**config.mk**
```make
export PLATFORM = sky130hd
export DESIGN_NAME = pci_config_space_device_scanner_flat
export DESIGN_NICKNAME = d
export VERILOG_FILES = /design/src/hdl/pcs_pkg.sv /design/src/hdl/pcs_in_if.sv /design/src/hdl/pcs_out_if.sv /design/src/hdl/pcs_step.sv /design/src/hdl/pci_config_space_device_scanner.sv /design/src/flat_wrapper.sv
export SDC_FILE = /design/constraint.sdc
export NUM_CORES = 1
export LEC_CHECK = 0
export BUFFER_PORTS_ARGS = -buffer_cell sky130_fd_sc_hd__buf_2
export CAP_MARGIN = 0
export CORE_AREA = 2 2 124 126
export DETAILED_ROUTE_END_ITERATION = 16
export DIE_AREA = 0 0 126 128
export PLACE_DENSITY_LB_ADDON = 0.1
export REMOVE_ABC_BUFFERS = 1
export SYNTH_ARGS = -nofsm -noshare
export SYNTH_HDL_FRONTEND = slang
export SYNTH_SLANG_ARGS = --single-unit
```
**constraint.sdc**
```tcl
create_clock -name i_clk -period 3.1 [get_ports i_clk]
set_input_delay 0.31 -clock i_clk [delete_from_list [all_inputs] [get_ports i_clk]]
set_output_delay 0.31 -clock i_clk [all_outputs]
set_load 0.01 [all_outputs]
```
**src/hdl/pcs_pkg.sv**
```systemverilog
package pcs_pkg;

    localparam int BUS_COUNT      = 256;
    localparam int SLOT_COUNT     = 32;
    localparam int FUNCTION_COUNT = 8;

    localparam int BUS_W  = 8;
    localparam int SLOT_W = 5;
    localparam int FUNC_W = 3;
    localparam int OFF_W  = 8;
    localparam int CFG_W  = 8;
    localparam int CFG_IDX_W = 2;

    localparam logic OP_START = 1'b0;
    localparam logic OP_DATA  = 1'b1;

    localparam logic KIND_READ   = 1'b0;
    localparam logic KIND_REPORT = 1'b1;

    localparam logic [CFG_IDX_W-1:0] CFG_CLASS     = 2'd0;
    localparam logic [CFG_IDX_W-1:0] CFG_SUBCLASS  = 2'd1;
    localparam logic [CFG_IDX_W-1:0] CFG_INTERFACE = 2'd2;

    localparam logic [OFF_W-1:0] OFF_ID    = 8'h00;
    localparam logic [OFF_W-1:0] OFF_CLASS = 8'h08;
    localparam logic [OFF_W-1:0] OFF_HDR   = 8'h0C;
    localparam logic [OFF_W-1:0] OFF_IRQ   = 8'h3C;

    localparam logic [15:0] VENDOR_NONE = 16'hFFFF;

    typedef enum logic [2:0] {
        PH_IDLE,
        PH_ID,
        PH_CLASS,
        PH_HDR,
        PH_IRQ
    } t_phase;

    typedef struct packed {
        t_phase              phase;
        logic [BUS_W-1:0]    bus;
        logic [SLOT_W-1:0]   slot;
        logic [FUNC_W-1:0]   func;
        logic [15:0]         vendor;
        logic [15:0]         device;
    } t_scan_state;

    typedef struct packed {
        logic [CFG_W-1:0] class_wanted;
        logic [CFG_W-1:0] subclass_wanted;
        logic [CFG_W-1:0] interface_wanted;
    } t_match_cfg;

    typedef struct packed {
        logic              kind;
        logic [BUS_W-1:0]  bus_number;
        logic [SLOT_W-1:0] device_slot;
        logic [FUNC_W-1:0] function_number;
        logic [OFF_W-1:0]  register_offset;
        logic              found;
        logic [15:0]       vendor_code;
        logic [15:0]       device_code;
        logic [7:0]        intr_line;
    } t_result;

endpackage

```
**src/hdl/pcs_in_if.sv**
```systemverilog
interface pcs_in_if;
    logic        valid;
    logic        ready;
    logic        operation;
    logic [31:0] read_data;

    modport source (output valid, output operation, output read_data, input ready);
    modport sink   (input valid, input operation, input read_data, output ready);
endinterface

```
**src/hdl/pcs_out_if.sv**
```systemverilog
interface pcs_out_if;
    logic        valid;
    logic        ready;
    logic        kind;
    logic [7:0]  bus_number;
    logic [4:0]  device_slot;
    logic [2:0]  function_number;
    logic [7:0]  register_offset;
    logic        found;
    logic [15:0] vendor_code;
    logic [15:0] device_code;
    logic [7:0]  intr_line;

    modport source (output valid, output kind, output bus_number, output device_slot,
                    output function_number, output register_offset, output found,
                    output vendor_code, output device_code, output intr_line, input ready);
    modport sink   (input valid, input kind, input bus_number, input device_slot,
                    input function_number, input register_offset, input found,
                    input vendor_code, input device_code, input intr_line, output ready);
endinterface

```
**src/hdl/pcs_step.sv**
```systemverilog
module pcs_step (
    input  pcs_pkg::t_scan_state i_state,
    input  pcs_pkg::t_match_cfg  i_cfg,
    input  logic                 i_operation,
    input  logic [31:0]          i_read_data,
    output pcs_pkg::t_scan_state o_state,
    output logic                 o_has_result,
    output pcs_pkg::t_result     o_result
);
    import pcs_pkg::*;

    logic [FUNC_W:0] func_inc;
    logic [SLOT_W:0] slot_inc;
    logic [BUS_W:0]  bus_inc;
    logic            func_wrap;
    logic            slot_wrap;
    logic            bus_end;
    logic            class_match;

    assign func_inc  = {1'b0, i_state.func} + 1'b1;
    assign slot_inc  = {1'b0, i_state.slot} + 1'b1;
    assign bus_inc   = {1'b0, i_state.bus} + 1'b1;
    assign func_wrap = func_inc >= (FUNC_W+1)'(FUNCTION_COUNT);
    assign slot_wrap = slot_inc >= (SLOT_W+1)'(SLOT_COUNT);
    assign bus_end   = bus_inc >= (BUS_W+1)'(BUS_COUNT);

    assign class_match = (i_read_data[31:24] == i_cfg.class_wanted)
                      && (i_read_data[23:16] == i_cfg.subclass_wanted)
                      && (i_read_data[15:8]  == i_cfg.interface_wanted);

    always_comb begin
        t_scan_state      n_st;
        logic             adv_slot;
        logic             adv_func;
        logic             report;
        logic             hit;
        logic [OFF_W-1:0] offset;

        n_st         = i_state;
        adv_slot     = 1'b0;
        adv_func     = 1'b0;
        report       = 1'b0;
        hit          = 1'b0;
        offset       = OFF_ID;
        o_has_result = 1'b1;

        if (i_operation == OP_START) begin
            n_st.bus   = '0;
            n_st.slot  = '0;
            n_st.func  = '0;
            n_st.phase = PH_ID;
        end else begin
            case (i_state.phase)
                PH_ID: begin
                    if (i_read_data[15:0] == VENDOR_NONE) begin
                        if (i_state.func == '0) begin
                            adv_slot = 1'b1;
                        end else begin
                            adv_func = 1'b1;
                        end
                    end else begin
                        n_st.vendor = i_read_data[15:0];
                        n_st.device = i_read_data[31:16];
                        n_st.phase  = PH_CLASS;
                        offset      = OFF_CLASS;
                    end
                end
                PH_CLASS: begin
                    if (class_match) begin
                        n_st.phase = PH_IRQ;
                        offset     = OFF_IRQ;
                    end else if (i_state.func == '0) begin
                        n_st.phase = PH_HDR;
                        offset     = OFF_HDR;
                    end else begin
                        adv_func = 1'b1;
                    end
                end
                PH_HDR: begin
                    // Bit 7 of the header type byte marks a multi-function device.
                    if (!i_read_data[23]) begin
                        adv_slot = 1'b1;
                    end else begin
                        adv_func = 1'b1;
                    end
                end
                PH_IRQ: begin
                    n_st.phase = PH_IDLE;
                    report     = 1'b1;
                    hit        = 1'b1;
                end
                default: begin
                    o_has_result = 1'b0;
                end
            endcase
        end

        if (adv_func && !func_wrap) begin
            n_st.func  = func_inc[FUNC_W-1:0];
            n_st.phase = PH_ID;
            offset     = OFF_ID;
        end else if (adv_slot || adv_func) begin
            n_st.func  = '0;
            n_st.phase = PH_ID;
            offset     = OFF_ID;
            if (!slot_wrap) begin
                n_st.slot = slot_inc[SLOT_W-1:0];
            end else begin
                n_st.slot = '0;
                if (bus_end) begin
                    // Ran off the last bus: nothing matched.
                    n_st.bus   = '0;
                    n_st.phase = PH_IDLE;
                    report     = 1'b1;
                end else begin
                    n_st.bus = bus_inc[BUS_W-1:0];
                end
            end
        end

        o_state = n_st;

        if (hit) begin
            o_result = '{kind: KIND_REPORT, bus_number: i_state.bus,
                         device_slot: i_state.slot, function_number: i_state.func,
                         register_offset: '0, found: 1'b1,
                         vendor_code: i_state.vendor, device_code: i_state.device,
                         intr_line: i_read_data[7:0]};
        end else if (report) begin
            o_result = '{kind: KIND_REPORT, default: '0};
        end else begin
            o_result = '{kind: KIND_READ, bus_number: n_st.bus,
                         device_slot: n_st.slot, function_number: n_st.func,
                         register_offset: offset, default: '0};
        end
    end

endmodule

```
**src/hdl/pci_config_space_device_scanner.sv**
```systemverilog
// Brute-force configuration space scanner. A start request resets the walk to bus 0,
// slot 0, function 0 and answers with a read request for the identifier word; every
// returned data word then produces exactly one result, either the next read request
// or a finished report carrying the matching device or a not-found flag. Data that
// arrives while no scan is running is dropped without a result. Each request is held
// in the input register, and its result is loaded into the output register once that
// register is free or being read, so one request can be taken every cycle while the
// output is not stalled: the only loop is the update of the scan position and phase.
// The user must write the class, subclass and interface to match through the
// configuration port only while the block is idle; the block does not enforce this.
module pci_config_space_device_scanner (
    input  logic                             i_clk,
    input  logic                             i_rst_n,
    input  logic                             i_cfg_we,
    input  logic [pcs_pkg::CFG_IDX_W-1:0]    i_cfg_index,
    input  logic [pcs_pkg::CFG_W-1:0]        i_cfg_data,
    pcs_in_if.sink                           i_item,
    pcs_out_if.source                        o_result
);
    import pcs_pkg::*;

    logic        r_in_v;
    logic        r_in_op;
    logic [31:0] r_in_data;

    t_scan_state r_state;
    t_scan_state n_state;
    t_match_cfg  r_cfg;

    logic        r_out_v;
    t_result     r_out;
    t_result     n_out;
    logic        has_result;
    logic        advance;

    pcs_step u_step (
        .i_state      (r_state),
        .i_cfg        (r_cfg),
        .i_operation  (r_in_op),
        .i_read_data  (r_in_data),
        .o_state      (n_state),
        .o_has_result (has_result),
        .o_result     (n_out)
    );

    // The held request moves on when its result has somewhere to go, or when it yields no result.
    assign advance      = r_in_v && (!r_out_v || o_result.ready || !has_result);
    assign i_item.ready = !r_in_v || advance;

    always_ff @(posedge i_clk) begin
        if (!i_rst_n) begin
            r_cfg <= '0;
        end else if (i_cfg_we) begin
            case (i_cfg_index)
                CFG_CLASS:     r_cfg.class_wanted     <= i_cfg_data;
                CFG_SUBCLASS:  r_cfg.subclass_wanted  <= i_cfg_data;
                CFG_INTERFACE: r_cfg.interface_wanted <= i_cfg_data;
                default: begin
                end
            endcase
        end
    end

    always_ff @(posedge i_clk) begin
        if (!i_rst_n) begin
            r_in_v <= 1'b0;
        end else if (i_item.ready) begin
            r_in_v <= i_item.valid;
        end
    end

    always_ff @(posedge i_clk) begin
        if (i_item.valid && i_item.ready) begin
            r_in_op   <= i_item.operation;
            r_in_data <= i_item.read_data;
        end
    end

    always_ff @(posedge i_clk) begin
        if (!i_rst_n) begin
            r_state <= '{phase: PH_IDLE, default: '0};
        end else if (advance) begin
            r_state <= n_state;
        end
    end

    always_ff @(posedge i_clk) begin
        if (!i_rst_n) begin
            r_out_v <= 1'b0;
        end else if (advance && has_result) begin
            r_out_v <= 1'b1;
        end else if (o_result.ready) begin
            r_out_v <= 1'b0;
        end
    end

    always_ff @(posedge i_clk) begin
        if (advance && has_result) begin
            r_out <= n_out;
        end
    end

    assign o_result.valid           = r_out_v;
    assign o_result.kind            = r_out.kind;
    assign o_result.bus_number      = r_out.bus_number;
    assign o_result.device_slot     = r_out.device_slot;
    assign o_result.function_number = r_out.function_number;
    assign o_result.register_offset = r_out.register_offset;
    assign o_result.found           = r_out.found;
    assign o_result.vendor_code     = r_out.vendor_code;
    assign o_result.device_code     = r_out.device_code;
    assign o_result.intr_line       = r_out.intr_line;

endmodule

```
**src/flat_wrapper.sv**
```systemverilog
// flat-port wrapper written by rule: the top's interface ports become plain ports
module pci_config_space_device_scanner_flat import pcs_pkg::*;
  (i_clk, i_rst_n, i_cfg_we, i_cfg_index, i_cfg_data, i_item_valid, i_item_operation, i_item_read_data, i_item_ready, o_result_valid, o_result_kind, o_result_bus_number, o_result_device_slot, o_result_function_number, o_result_register_offset, o_result_found, o_result_vendor_code, o_result_device_code, o_result_intr_line, o_result_ready);
  pcs_in_if i_item_i ();
  pcs_out_if o_result_i ();
  input  logic i_clk;
  input  logic i_rst_n;
  input  logic i_cfg_we;
  input  logic [pcs_pkg::CFG_IDX_W-1:0] i_cfg_index;
  input  logic [pcs_pkg::CFG_W-1:0] i_cfg_data;
  input wire logic [$bits(i_item_i.valid)-1:0] i_item_valid;
  input wire logic [$bits(i_item_i.operation)-1:0] i_item_operation;
  input wire logic [$bits(i_item_i.read_data)-1:0] i_item_read_data;
  output wire logic [$bits(i_item_i.ready)-1:0] i_item_ready;
  output wire logic [$bits(o_result_i.valid)-1:0] o_result_valid;
  output wire logic [$bits(o_result_i.kind)-1:0] o_result_kind;
  output wire logic [$bits(o_result_i.bus_number)-1:0] o_result_bus_number;
  output wire logic [$bits(o_result_i.device_slot)-1:0] o_result_device_slot;
  output wire logic [$bits(o_result_i.function_number)-1:0] o_result_function_number;
  output wire logic [$bits(o_result_i.register_offset)-1:0] o_result_register_offset;
  output wire logic [$bits(o_result_i.found)-1:0] o_result_found;
  output wire logic [$bits(o_result_i.vendor_code)-1:0] o_result_vendor_code;
  output wire logic [$bits(o_result_i.device_code)-1:0] o_result_device_code;
  output wire logic [$bits(o_result_i.intr_line)-1:0] o_result_intr_line;
  input wire logic [$bits(o_result_i.ready)-1:0] o_result_ready;
  assign i_item_i.valid = i_item_valid;
  assign i_item_i.operation = i_item_operation;
  assign i_item_i.read_data = i_item_read_data;
  assign i_item_ready = i_item_i.ready;
  assign o_result_valid = o_result_i.valid;
  assign o_result_kind = o_result_i.kind;
  assign o_result_bus_number = o_result_i.bus_number;
  assign o_result_device_slot = o_result_i.device_slot;
  assign o_result_function_number = o_result_i.function_number;
  assign o_result_register_offset = o_result_i.register_offset;
  assign o_result_found = o_result_i.found;
  assign o_result_vendor_code = o_result_i.vendor_code;
  assign o_result_device_code = o_result_i.device_code;
  assign o_result_intr_line = o_result_i.intr_line;
  assign o_result_i.ready = o_result_ready;
  pci_config_space_device_scanner u_core (.i_clk(i_clk), .i_rst_n(i_rst_n), .i_cfg_we(i_cfg_we), .i_cfg_index(i_cfg_index), .i_cfg_data(i_cfg_data), .i_item(i_item_i), .o_result(o_result_i));
endmodule
```
After elaboration in Yosys (flattened, before gate mapping)
Cells that the tools add are included.
Widths: inputs -> output; s select.
{ "totals": {"word_cells": 111, "inputBits": 48, "out_inout_bits": 68, "regBits": 176} }
{ "classes": {"n_addsub": 3, "n_mux": 44, "reduce_logical": 24, "order_cmp": 3, "bitwise": 2, "n_eq_ne": 13} }
{ "op_table": {"columns": ["operator", "count"], "rows": [
  ["$mux 66", 1],
  ["$mux 65", 1],
  ["$eq 8x8->1", 3],
  ["$mux 8", 3],
  ["$mux 1", 20],
  ["$mux 19", 1],
  ["$mux 3", 6],
  ["$eq 16x16->1 const B", 1],
  ["$mux 16", 1],
  ["$mux 13", 1],
  ["$mux 6", 2],
  ["$ne 6x6->1 const B", 2],
  ["$pmux 6 s2", 1],
  ["$add 8x1->9 const B", 1],
  ["$ge 9x9->1 const B", 1],
  ["$mux 9", 1],
  ["$pmux 3 s3", 1],
  ["$mux 4", 2],
  ["$reduce_and 4->1", 2],
  ["$add 5x1->6 const B", 1],
  ["$eq 3x2->1 const B", 2],
  ["$ge 6x6->1 const B", 1],
  ["$logic_and 1x1->1", 6],
  ["$reduce_and 2->1", 3],
  ["other kinds (18)", 25]
]} }

Depth between registers and ports, before layout
Gate-level depths: netlist of run 1.
{ "logic_depth": {"ltp_word": 11, "mapped_depth": 9} }

By module
From an unflattened synthesis of run 1, not the netlist that was laid out.
{ "unflattened": {"cells_unflattened": 696, "hier_area_um2": 8169.1} }
{ "by_module_without_submodules": {"columns": ["mod", "seq_area_each_um2", "instances", "area_each_um2", "cells_each"], "rows": [
  ["pci_config_space_device_scanner", 4514.3, 1, 6160.9, 412],
  ["pcs_step", 0.0, 1, 2008.2, 284]
]} }

Worst setup path before layout of run 1
No wires, ideal clock.
{ "synth_timing": {"path_type": "reg2reg", "startpoint": "register u_core.r_state[49] in the netlist's numbering", "endpoint": "register u_core.r_in_data[0] (enable)", "n_path_buf": 1, "stages_incl_launch_ff": 6, "setup_slack_ns": -0.064, "t_arrival_ns": 2.730, "path_cell_list": "dfxtp_1 > buf_2 > or3_1 > a21oi_2 > nor2_1 > a21oi_1"} }
{ "synth_via": {"elab_chain_len": 9, "elab_cells_between_ends": 12, "classes_between": "eq/ne: 4; mux: 2; reduce/logical: 6"} }
{ "synth_lines": {"columns": ["item", "line", "text"], "rows": [
  ["from (decl)", "pci_config_space_device_scanner.sv:26", "t_scan_state r_state;"],
  ["from (signal assigned)", "pci_config_space_device_scanner.sv:83", "r_state <= n_state;"],
  ["$eq 3x2->1 (tied with other cells)", "pcs_step.sv:53", "case (i_state.phase)"],
  ["$reduce_or 4->1 (no source line) (*)", null, null],
  ["$mux 1 (*)", "pcs_step.sv:53", null],
  ["$mux 1 (*)", "pcs_step.sv:47", "if (i_operation == OP_START) begin"],
  ["$logic_not 1->1 (*)", "pci_config_space_device_scanner.sv:47", "assign advance = r_in_v && (!r_out_v || o_result.ready || !has_result);"],
  ["$logic_or 1x1->1 (*)", "pci_config_space_device_scanner.sv:47", null],
  ["$logic_and 1x1->1 (*)", "pci_config_space_device_scanner.sv:47", null],
  ["$logic_or 1x1->1 (*)", "pci_config_space_device_scanner.sv:48", "assign i_item.ready = !r_in_v || advance;"],
  ["$logic_and 1x1->1 (*)", "pci_config_space_device_scanner.sv:73", "if (i_item.valid && i_item.ready) begin"],
  ["to (signal assigned)", "pci_config_space_device_scanner.sv:75", "r_in_data <= i_item.read_data;"],
  ["to (decl)", "pci_config_space_device_scanner.sv:24", "logic [31:0] r_in_data;"]
]} }
Mark *: on every way between the ends. The rest lies on a longest branch, timed or not.
A chain may end at the register's enable or synchronous reset.

==> results of run 1 <==
worst register-to-register path: cells and delay by family (launching register included):
family,cells,cell delay (ns)
flops,1,0.44
buf+inv,1,0.19
xor+xnor,1,0.19
simple gates,2,0.87
compound gates,3,0.79
where the power goes:
part           leakage (nW)  switching [mW]  total (mW)  internal [mW]
Combinational          1.61           0.166       0.262         0.0965
Sequential             1.56          0.0389        2.49           2.45
Clock                 0.286           0.887        2.09           1.20
Total                  3.46            1.09        4.84           3.75
area by class of cell:
class                           count  area, um^2
Tap cell                          188       235.2
Timing Repair Buffer              131       743.2
Clock inverter                     11       103.9
Multi-Input combinational cell    446        2731
Clock buffer                       21       481.7
Inverter                           11       41.29
Sequential cell                   171        4364
Fill cell                        1279        6163
worst max-delay path by stage:
| stage | start | endpoint | slack, ns | depth (start not counted) |
|---|---|---|---|---|
| floorplan | u_core.r_state[48] | u_core.r_state[48] | -0.13 | 7 |
| global placement | u_core.r_in_data[8] | u_core.o_result.bus_number[6] | 0.33 | 6 |
| detailed placement | u_core.r_in_data[8] | u_core.o_result.bus_number[4] | 0.24 | 6 |
| CTS | u_core.r_in_data[8] | u_core.o_result.bus_number[4] | 0.21 | 6 |
| global route | u_core.r_state[32] | u_core.r_state[43] | 0.14 | 7 |
| finish | u_core.r_in_data[8] | u_core.o_result.bus_number[1] | 0.32 | 7 |
registers in the layout (all words and copies together), names as in the netlist:
register and cells:
u_core.o_result.device_slot 5, u_core.r_state 51, u_core.r_cfg 24, u_core.r_in_op 1, u_core.o_result.vendor_code 16, u_core.r_in_data 32, u_core.o_result.intr_line 8, u_core.o_result.valid 1
u_core.o_result.found 1, u_core.o_result.register_offset 3, u_core.o_result.kind 1, u_core.o_result.device_code 16, u_core.r_in_v 1, u_core.o_result.bus_number 8, u_core.o_result.function_number 3
routing by layer:
metal | part of all wire [%] | up-vias | routed length [um] | global-route usage [%]
li1 | - | 2633 | - | -
met1 | 47 | 2645 | 7755 | 29.46
met2 | 46 | 177 | 7610 | 32.64
met3 | 6.0 | 11 | 994 | 4.841
met4 | 0.85 | 0 | 140 | 6.723
met5 | 0 | - | 0 | 0
through the flow:
stage,power [mW],hold WS [ns],area (um^2),util (%),setup TNS [ns]
after floorplan,2.661,0.4089,7124,-,-5.548
after global placement,2.795,0.4394,8085,54.39,0
after detailed placement,2.801,0.4462,8085,54.39,0
after CTS,4.876,0.04357,8671,58.33,0
after global routing,4.996,0.04049,8701,58.54,0
final,4.842,0.05412,8701,58.54,0
repair_timing:
item,in CTS,in global routing
hold buffers,0,0
setup buffers,0,4
endpoints found under the setup margin,0,6
cells in the final DEF (no fill, tap or decap), drive strengths merged, types with 7 or more instances in the layout:
| cell | n |
|---|---|
| nor3 | 7 |
| xnor2 | 8 |
| xor2 | 16 |
| buf | 131 |
| o211ai | 8 |
| nand4 | 12 |
| and2 | 48 |
| nand2 | 65 |
| edfxtp | 94 |
| nor2 | 46 |
| mux2i | 25 |
| o22ai | 7 |
| inv | 16 |
| o21ai | 52 |
| a21oi | 15 |
| clkbuf | 21 |
| dfxtp | 77 |
| nand3 | 49 |
kinds of logic (layout without fill, tap and decap cells):
| family | Yosys count | count (layout) |
|---|---|---|
| other | 1 | 4 |
| adder cells (fa/ha/maj) | 4 | 4 |
| buffers and inverters | 54 | 174 |
| AND/OR/NAND/NOR | 266 | 266 |
| multiplexers | 26 | 26 |
| flip-flops | 171 | 171 |
| XOR/XNOR | 24 | 24 |
| AO/OA/AOI/OAI | 122 | 122 |
==> summary.txt, run 1 <==
Status
  – Outcome: completed

GRT
  – Vias in the first global route: 5001
  – First-pass GRT wire length: 26.49 mm
  – Antenna violations before repair: 0
  – Grt total ovfl: 0
  – Pin count of the biggest net entering global routing: 90
  – GRT Total Usage: 21.00%

Min path
  – Hold Path Origin: i_item_read_data[29]
  – Worst hold endpoint: u_core.r_in_data[29]
  – Hold path depth: 1
  – Hold WC Path Type: in -> reg

Floorplanning
  – Die width: 126 um
  – FP Rows: 45
  – CORE AREA: 14860 um^2
  – Io pins: 116
  – Die area: 16130 um^2
  – Effective utilization at floorplan: 49.47%
  – Die height: 128 um

Worst setup path
  – Crit Reg-Reg Endpoint: u_core.o_result.bus_number[1]
  – Flop-to-flop setup slack: 0.32 ns
  – Slowest Stage Delay on Critical Path: 0.51 ns
  – RR Startpoint: u_core.r_in_data[8]
  – R2R depth: 7
  – Buf/Inv on CP: 1
  – Crit. End Element: flip-flop
  – CP delay by family, top: simple AND/OR/NAND/NOR gates
  – WP data required: 3.23 ns
  – WS Path Type: reg -> reg
  – Crit path launch type: flip-flop
  – Worst path most repeated cell: o21ai_0
  – CP Max Fanout: 11
  – Arr. time, crit path: 2.92 ns
  – Cells along the critical path: xor2_1 > nor4_1 > and4_1 > a21boi_0 > buf_4 > o21ai_0 > o21ai_0
  – Slowest CP cell: nor4_1

Route
  – Routed vias/inst: 5.583
  – Average wire per standard cell: 16.85 um
  – Via count: 5466
  – Final WL: 16.50 mm
  – DR pass1 iterations: 7
  – Initial drt markers: 415
  – DRC Markers: 0
  – Final ANT Viol Nets: 0

Power
  – VDD IR max: 0.4044 mV
  – PwrDens: 556.5 nW/um^2
  – Leak: 3.460 nW

Clocking
  – CTS clk-pin slew, worst paths: 0.07 ns
  – Clock tree buffer depth: 2
  – Clk Latency, worst-skew pair: 0.43 ns
  – Inserted Clock Buffers: 17
  – CTS tree: done
  – Clock Sinks: 171
  – H-tree levels: 4
  – Root Driver: clkbuf_16
  – Resize count post-CTS: 0

Synthesis
  – Seq/Total Area, Yosys: 59.35%
  – Commonest cells in the netlist: 94 x edfxtp_1, 77 x dfxtp_1, 65 x nand2_1
  – Xor/xnor share of the synthesized area: 2.859%
  – Top FF cell, synth: edfxtp_1
  – Share of the synthesized area in the top cell type: 38.39%
  – Synth Area in Adders: 0.6806%
  – Post-synthesis mux area share: 3.556%
  – Cell taking the most area after synthesis: edfxtp_1
  – Number of library cell types mapped by synthesis: 68
  – Largest family of logic cells by synthesized area: simple AND/OR/NAND/NOR gates
  – Async SR Flop Fraction: 0%
  – EDFF count, synth: 94
  – Syn. warnings: 0
  – Count leader, synth: edfxtp_1
  – Top cells by area, synth: edfxtp_1 38%, dfxtp_1 21%, and2_1 4.1%
  – Mapped Cells: 668
  – Syn_area_per_cell: 11.01 um^2
  – Fraction of the mapped netlist area in simple logic gates: 18.72%
  – Mapped cell area: 7353 um^2
  – Yosys reg bits: 171
  – Compound-Gate Fraction of Synth Area: 10.96%

Placed design
  – Setup WS pre-CTS: 0.2411 ns
  – GP Congestion: 0.8750
  – Placed insts: 943
  – Port Buffers: 111
  – Detail Placement HPWL: 11.04 mm

STA
  – Final setup viols: 0
  – Tmin final: 2.782 ns
  – Fmax: 0.3594 GHz
  – Final worst-path cycle share: 89.75%
  – RSZ-0062 raised after global routing: no
  – Slew HR: 41.22%
  – Worst Tran Pin Value: 0.8808 ns
  – Final WS setup: 0.3178 ns
  – Slew Limit Fails: 0
  – Layout Skew: 0.01598 ns
  – Final Hold Viols: 0

Cells and area
  – Fin cells: 979
  – Layout area overhead: 18.33%
  – ANT cells: 0
  – Ratio of cells with drive above 1 in the final layout: 22.76%
  – Nets: 830

Flow run
  – Max Cap Viol: 0
Power figures use the tool's default switching activity.
==> run 2: changes to the inputs <==
CORE_AREA = 2 2 139 141   (was 2 2 124 126)
DIE_AREA = 0 0 141 143   (was 0 0 126 128)
HOLD_SLACK_MARGIN = 0.05   (was not set)
==> summary.txt, run 2 (synthesis results as in run 1) <==
Floorplanning
  – Io pins: 116 (unchanged)
  – CORE AREA: 18580 um^2 (was 14860 um^2)
  – Die height: 143 um (was 128 um)
  – Die width: 141 um (was 126 um)
  – Effective utilization at floorplan: 39.58% (was 49.47%)
  – FP Rows: 50 (was 45)
  – Die area: 20160 um^2 (was 16130 um^2)

Cells and area
  – Most flops, register: u_core.r_state (unchanged)
  – Top Registers: u_core.r_state: 51 flops, u_core.r_in_data: 32 flops, u_core.r_cfg: 24 flops (unchanged)
  – Most frequent cells in the layout: 111 x buf_2, 94 x edfxtp_1, 77 x dfxtp_1 (unchanged)
  – Filler cells: 1704 (was 1279)
  – Max FFs per register: 51 (unchanged)
  – Final Instance Area: 8970 um^2 (was 8701 um^2)
  – Layout area overhead: 21.98% (was 18.33%)
  – Register Area: 4364 um^2 (unchanged)
  – Commonest non-fill, non-tap cell in the layout: buf_2 (unchanged)
  – ANT cells: 0 (unchanged)
  – Nets: 848 (was 830)
  – Fin cells: 1043 (was 979)
  – Ratio of cells with drive above 1 in the final layout: 22.25% (was 22.76%)
  – Area occupied by multi-input gates: 2731 um^2 (unchanged)

Placed design
  – Port Buffers: 111 (unchanged)
  – GP Congestion: 0.8693 (was 0.8750)
  – Placed insts: 993 (was 943)
  – Post-Place Cell Area: 8185 um^2 (was 8085 um^2)
  – Detail Placement HPWL: 11.96 mm (was 11.04 mm)

Worst setup path
  – Crit. End Element: flip-flop (unchanged)
  – CP delay by family, top: compound AO/OA/AOI/OAI gates (was simple AND/OR/NAND/NOR gates)
  – Slowest Stage Delay on Critical Path: 0.58 ns (was 0.51 ns)
  – Cells along the critical path: nand2b_1 > nor3_1 > a31o_2 > o21ai_1 > nand2_1 > a221o_1 (was xor2_1 > nor4_1 > and4_1 > a21boi_0 > buf_4 > o21ai_0 > o21ai_0)
  – WS Path Type: reg -> reg (unchanged)
  – Buf/Inv on CP: 0 (was 1)
  – Slowest CP cell: edfxtp_1 (was nor4_1)
  – WP data required: 3.27 ns (was 3.23 ns)
  – Crit path launch type: flip-flop (unchanged)
  – CP Max Fanout: 11 (unchanged)
  – Flop-to-flop setup slack: 0.40 ns (was 0.32 ns)
  – Arr. time, crit path: 2.87 ns (was 2.92 ns)

Status
  – Outcome: completed (unchanged)

GRT
  – Grt total ovfl: 0 (unchanged)
  – First-pass GRT wire length: 27.50 mm (was 26.49 mm)
  – Layer carrying the most global-route usage: met2 (unchanged)
  – Pin count of the biggest net entering global routing: 65 (was 90)
  – M1 GR Usage: 24.06% (was 29.46%)
  – Antenna violations before repair: 0 (unchanged)
  – Vias in the first global route: 5263 (was 5001)
  – M3 GR Usage: 3.655% (was 4.841%)
  – GRT Total Usage: 17.62% (was 21.00%)
  – M2 GR Usage: 27.88% (was 32.64%)

STA
  – Slew HR: 50.23% (was 41.22%)
  – Worst Tran Pin Value: 0.7416 ns (was 0.8808 ns)
  – Slew Limit Fails: 0 (unchanged)
  – Hold slack: 0.06684 ns (was 0.05412 ns)
  – Layout Skew: 0.01435 ns (was 0.01598 ns)
  – Final worst-path cycle share: 87.03% (was 89.75%)
  – Final setup viols: 0 (unchanged)
  – RSZ-0062 raised after global routing: no (unchanged)
  – Final Hold Viols: 0 (unchanged)
  – Final setup TNS: 0 ns (unchanged)
  – Tmin final: 2.698 ns (was 2.782 ns)
  – Fmax: 0.3707 GHz (was 0.3594 GHz)

Clocking
  – CTS tree: done (unchanged)
  – Clock Sinks: 171 (unchanged)
  – Inserted Clock Buffers: 17 (unchanged)
  – CTS clk-pin slew, worst paths: 0.07 ns (about the same)
  – Clk Latency, worst-skew pair: 0.43 ns (about the same)
  – Resize count post-CTS: 0 (unchanged)
  – Root Driver: clkbuf_16 (unchanged)
  – H-tree levels: 4 (unchanged)
  – Clock tree buffer depth: 2 (unchanged)

Power
  – Leak: 3.557 nW (was 3.460 nW)
  – PwrDens: 555.4 nW/um^2 (was 556.5 nW/um^2)
  – VDD IR max: 0.3998 mV (was 0.4044 mV)
  – Comb pwr share: 5.7% (was 5.4%)
  – NetSw: 1.110 mW (was 1.092 mW)
  – Clk pwr share: 44.4% (was 43.2%)
  – Sw Share: 22.29% (was 22.54%)
  – Pint: 3.872 mW (was 3.751 mW)
  – Reg power frac: 49.9% (was 51.4%)

Route
  – DR pass1 iterations: 6 (was 7)
  – Final WL: 17.10 mm (was 16.50 mm)
  – Final ANT Viol Nets: 0 (unchanged)
  – Initial drt markers: 339 (was 415)
  – Average wire per standard cell: 16.40 um (was 16.85 um)
  – Routed vias/inst: 5.122 (was 5.583)
  – DRC Markers: 0 (unchanged)
  – Via count: 5342 (was 5466)

Min path
  – Hold WC Path Type: in -> reg (unchanged)

Flow run
  – Max Cap Viol: 0 (unchanged)
[run 2: power by group through the flow]
stage | Combinational, mW | Sequential, mW | Clock (mW)
6_report | 0.283 | 2.49 | 2.21
5_1_grt | 0.311 | 2.49 | 2.36
4_1_cts | 0.285 | 2.49 | 2.27
3_5_place_dp | 0.271 | 2.54 | 0
3_3_place_gp | 0.269 | 2.54 | 0
2_1_floorplan | 0.118 | 2.54 | 0
[run 2: worst paths after layout]
kind / cells after the start / from / end
worst max-delay path: 6 / u_core.r_in_op / u_core.o_result.bus_number[4]
worst min-delay path: 1 / i_item_read_data[17] / u_core.r_in_data[17]
worst max register to register: 6 / u_core.r_in_op / u_core.o_result.bus_number[4]
worst min register to register: 2 / u_core.r_state[2] / u_core.r_state[2]
[run 2: routing by layer]
metal | part of all wire, % | vias up
met4 | 1.4 | 0
met2 | 45 | 159
met1 | 48 | 2486
met3 | 4.8 | 20
met5 | 0 | -
li1 | - | 2677
[run 2: layout make-up]
class,instances,share of cell area [%]
Clock buffer,21,5.022
Multi-Input combinational cell,446,30.45
Inverter,11,0.4603
Timing Repair Buffer,149,10.38
Tap cell,234,3.264
Sequential cell,171,48.65
Clock inverter,11,1.772
[run 2: worst reg2reg max path, stage by stage (launching register included)]
cell and delay, ns:
edfxtp_1 0.58, nand2b_1 0.30, nor3_1 0.10, a31o_2 0.27, o21ai_1 0.58, nand2_1 0.24
a221o_1 0.38
[run 2: what timing repair did]
| action | CTS | global route |
|---|---|---|
| setup buffers | 0 | 2 |
| hold endpoints to repair | 14 | 2 |
| hold buffers | 14 | 2 |
| setup endpoints to repair | 0 | 3 |
[run 2: per-stage QoR]
stage / utilization (%) / setup WS, ns / power (mW)
after floorplan: - / -0.1346 / 2.661
after global placement: 44.05 / 0.3592 / 2.805
after detailed placement: 44.05 / 0.2741 / 2.809
after CTS: 48.09 / 0.2353 / 5.041
after global routing: 48.28 / 0.1626 / 5.164
final: 48.28 / 0.4021 / 4.982
==> run 3: changes to the inputs <==
CORE_AREA = 10 10 122 180   (was 2 2 139 141)
DIE_AREA = 0 0 132 190   (was 0 0 141 143)
==> summary.txt, run 3 (synthesis results as in run 1) <==
Worst setup path
  – R2R depth: 7 (was 6)
  – Crit. End Element: flip-flop (unchanged)
  – Crit path launch type: flip-flop (unchanged)
  – Arr. time, crit path: 3.00 ns (was 2.87 ns)
  – WS Path Type: reg -> reg (unchanged)
  – CP Max Fanout: 11 (unchanged)
  – WP data required: 3.39 ns (was 3.27 ns)

Cells and area
  – Area occupied by multi-input gates: 2731 um^2 (unchanged)
  – Commonest non-fill, non-tap cell in the layout: buf_2 (unchanged)
  – Nets: 855 (was 848)
  – Ratio of cells with drive above 1 in the final layout: 21.81% (was 22.25%)
  – Fin util: 47.72% (was 48.28%)
  – Max FFs per register: 51 (unchanged)
  – Most frequent cells in the layout: 111 x buf_2, 94 x edfxtp_1, 77 x dfxtp_1 (unchanged)
  – ANT cells: 0 (unchanged)
  – Top Registers: u_core.r_state: 51 flops, u_core.r_in_data: 32 flops, u_core.r_cfg: 24 flops (unchanged)
  – Layout area overhead: 22.34% (was 21.98%)
  – Register Area: 4364 um^2 (unchanged)
  – Filler cells: 1757 (was 1704)
  – Most flops, register: u_core.r_state (unchanged)

Route
  – Average wire per standard cell: 17.26 um (was 16.40 um)
  – Via count: 5495 (was 5342)
  – Final ANT Viol Nets: 0 (unchanged)
  – Initial drt markers: 414 (was 339)
  – Final WL: 18.51 mm (was 17.10 mm)
  – DRC Markers: 0 (unchanged)
  – Routed vias/inst: 5.126 (was 5.122)
  – DR pass1 iterations: 5 (was 6)

Floorplanning
  – FP Rows: 62 (was 50)
  – Die height: 190 um (was 143 um)
  – Die width: 132 um (was 141 um)
  – Io pins: 116 (unchanged)
  – Effective utilization at floorplan: 39.01% (was 39.58%)
  – Die area: 25080 um^2 (was 20160 um^2)
  – CORE AREA: 18850 um^2 (was 18580 um^2)

Clocking
  – CTS clk-pin slew, worst paths: 0.07 ns (about the same)
  – Inserted Clock Buffers: 17 (unchanged)
  – Clk Latency, worst-skew pair: 0.43 ns (about the same)
  – Resize count post-CTS: 0 (unchanged)
  – H-tree levels: 4 (unchanged)
  – Clock tree buffer depth: 2 (unchanged)
  – CTS tree: done (unchanged)
  – Root Driver: clkbuf_16 (unchanged)
  – Clock Sinks: 171 (unchanged)

STA
  – RSZ-0062 raised after global routing: no (unchanged)
  – Worst Tran Pin Value: 0.9973 ns (was 0.7416 ns)
  – Layout Skew: 0.01270 ns (was 0.01435 ns)
  – Final Hold Viols: 0 (unchanged)
  – Final setup viols: 0 (unchanged)
  – Slew HR: 32.64% (was 50.23%)
  – Final worst-path cycle share: 87.33% (was 87.03%)
  – Fmax: 0.3694 GHz (was 0.3707 GHz)
  – Slew Limit Fails: 0 (unchanged)
  – Final setup TNS: 0 ns (unchanged)
  – Tmin final: 2.707 ns (was 2.698 ns)
  – Hold slack: 0.07155 ns (was 0.06684 ns)

GRT
  – Antenna violations before repair: 0 (unchanged)
  – Vias in the first global route: 5759 (was 5263)
  – Pin count of the biggest net entering global routing: 90 (was 65)
  – GRT Total Usage: 14.81% (was 17.62%)
  – First-pass GRT wire length: 29.77 mm (was 27.50 mm)
  – Grt total ovfl: 0 (unchanged)

Power
  – Leak: 3.552 nW (was 3.557 nW)
  – VDD IR max: 0.3610 mV (was 0.3998 mV)
  – PwrDens: 531.3 nW/um^2 (was 555.4 nW/um^2)

Flow run
  – Max Cap Viol: 0 (unchanged)

Placed design
  – Detail Placement HPWL: 13.06 mm (was 11.96 mm)
  – Port Buffers: 111 (unchanged)
  – GP Congestion: 0.9036 (was 0.8693)

Min path
  – Hold path depth: 1 (unchanged)
  – Hold WC Path Type: in -> reg (unchanged)

Status
  – Outcome: completed (unchanged)
[run 3: final timing paths]
path / from / endpoint / slack (ns)
hold reg to reg: u_core.r_state[11] / u_core.r_state[11] / 0.45
hold / removal: i_item_read_data[15] / u_core.r_in_data[15] / 0.07
setup / recovery: u_core.r_state[32] / u_core.r_state[45] / 0.39
setup reg to reg: u_core.r_state[32] / u_core.r_state[45] / 0.39
[run 3: metrics by stage]
stage | instance area [um^2] | std cells | worst slack, ns | power, mW
6_report | 8996 | 1072 | 0.3928 | 4.780
5_1_grt | 8996 | 1072 | 0.1727 | 4.959
4_1_cts | 8964 | 1068 | 0.1758 | 4.837
3_5_place_dp | 8185 | 1013 | 0.1689 | 2.804
3_3_place_gp | 8185 | 1013 | 0.4034 | 2.798
2_1_floorplan | 7124 | 628 | -0.1346 | 2.661
[run 3: repair_timing]
item | 4_1_cts | 5_1_grt
buffers inserted | 0 | 3
hold buffers | 23 | 1
setup endpoints to repair | 0 | 4
hold endpoints to repair | 23 | 1
[run 3: critical path, stage by stage (launching register included)]
cell and delay, ns:
dfxtp_1 0.45, inv_1 0.09, ha_1 0.20, nor2b_1 0.19, a41o_1 0.26, o21ai_1 0.56
nand3_1 0.40, o311ai_0 0.42
[run 3: per-layer routing]
layer	global-route usage [%]	up-vias	share of wire, %
li1	-	2679	-
met1	16.03	2610	41
met2	27.11	177	53
met3	3.564	29	4.5
met4	5.923	0	2.2
met5	0	-	0
[run 3: cell type report]
| cell class | count | share of cell area, % |
|---|---|---|
| Clock buffer | 18 | 4.771 |
| Clock inverter | 14 | 1.321 |
| Inverter | 11 | 0.4590 |
| Multi-Input combinational cell | 446 | 30.36 |
| Sequential cell | 171 | 48.51 |
| Tap cell | 256 | 3.560 |
| Timing Repair Buffer | 156 | 11.02 |
[run 3: power breakdown]
group          internal [mW]  switching, mW  leakage, nW
clock network           1.11          0.899        0.269
registers               2.45         0.0401         1.56
logic                  0.113          0.170         1.72
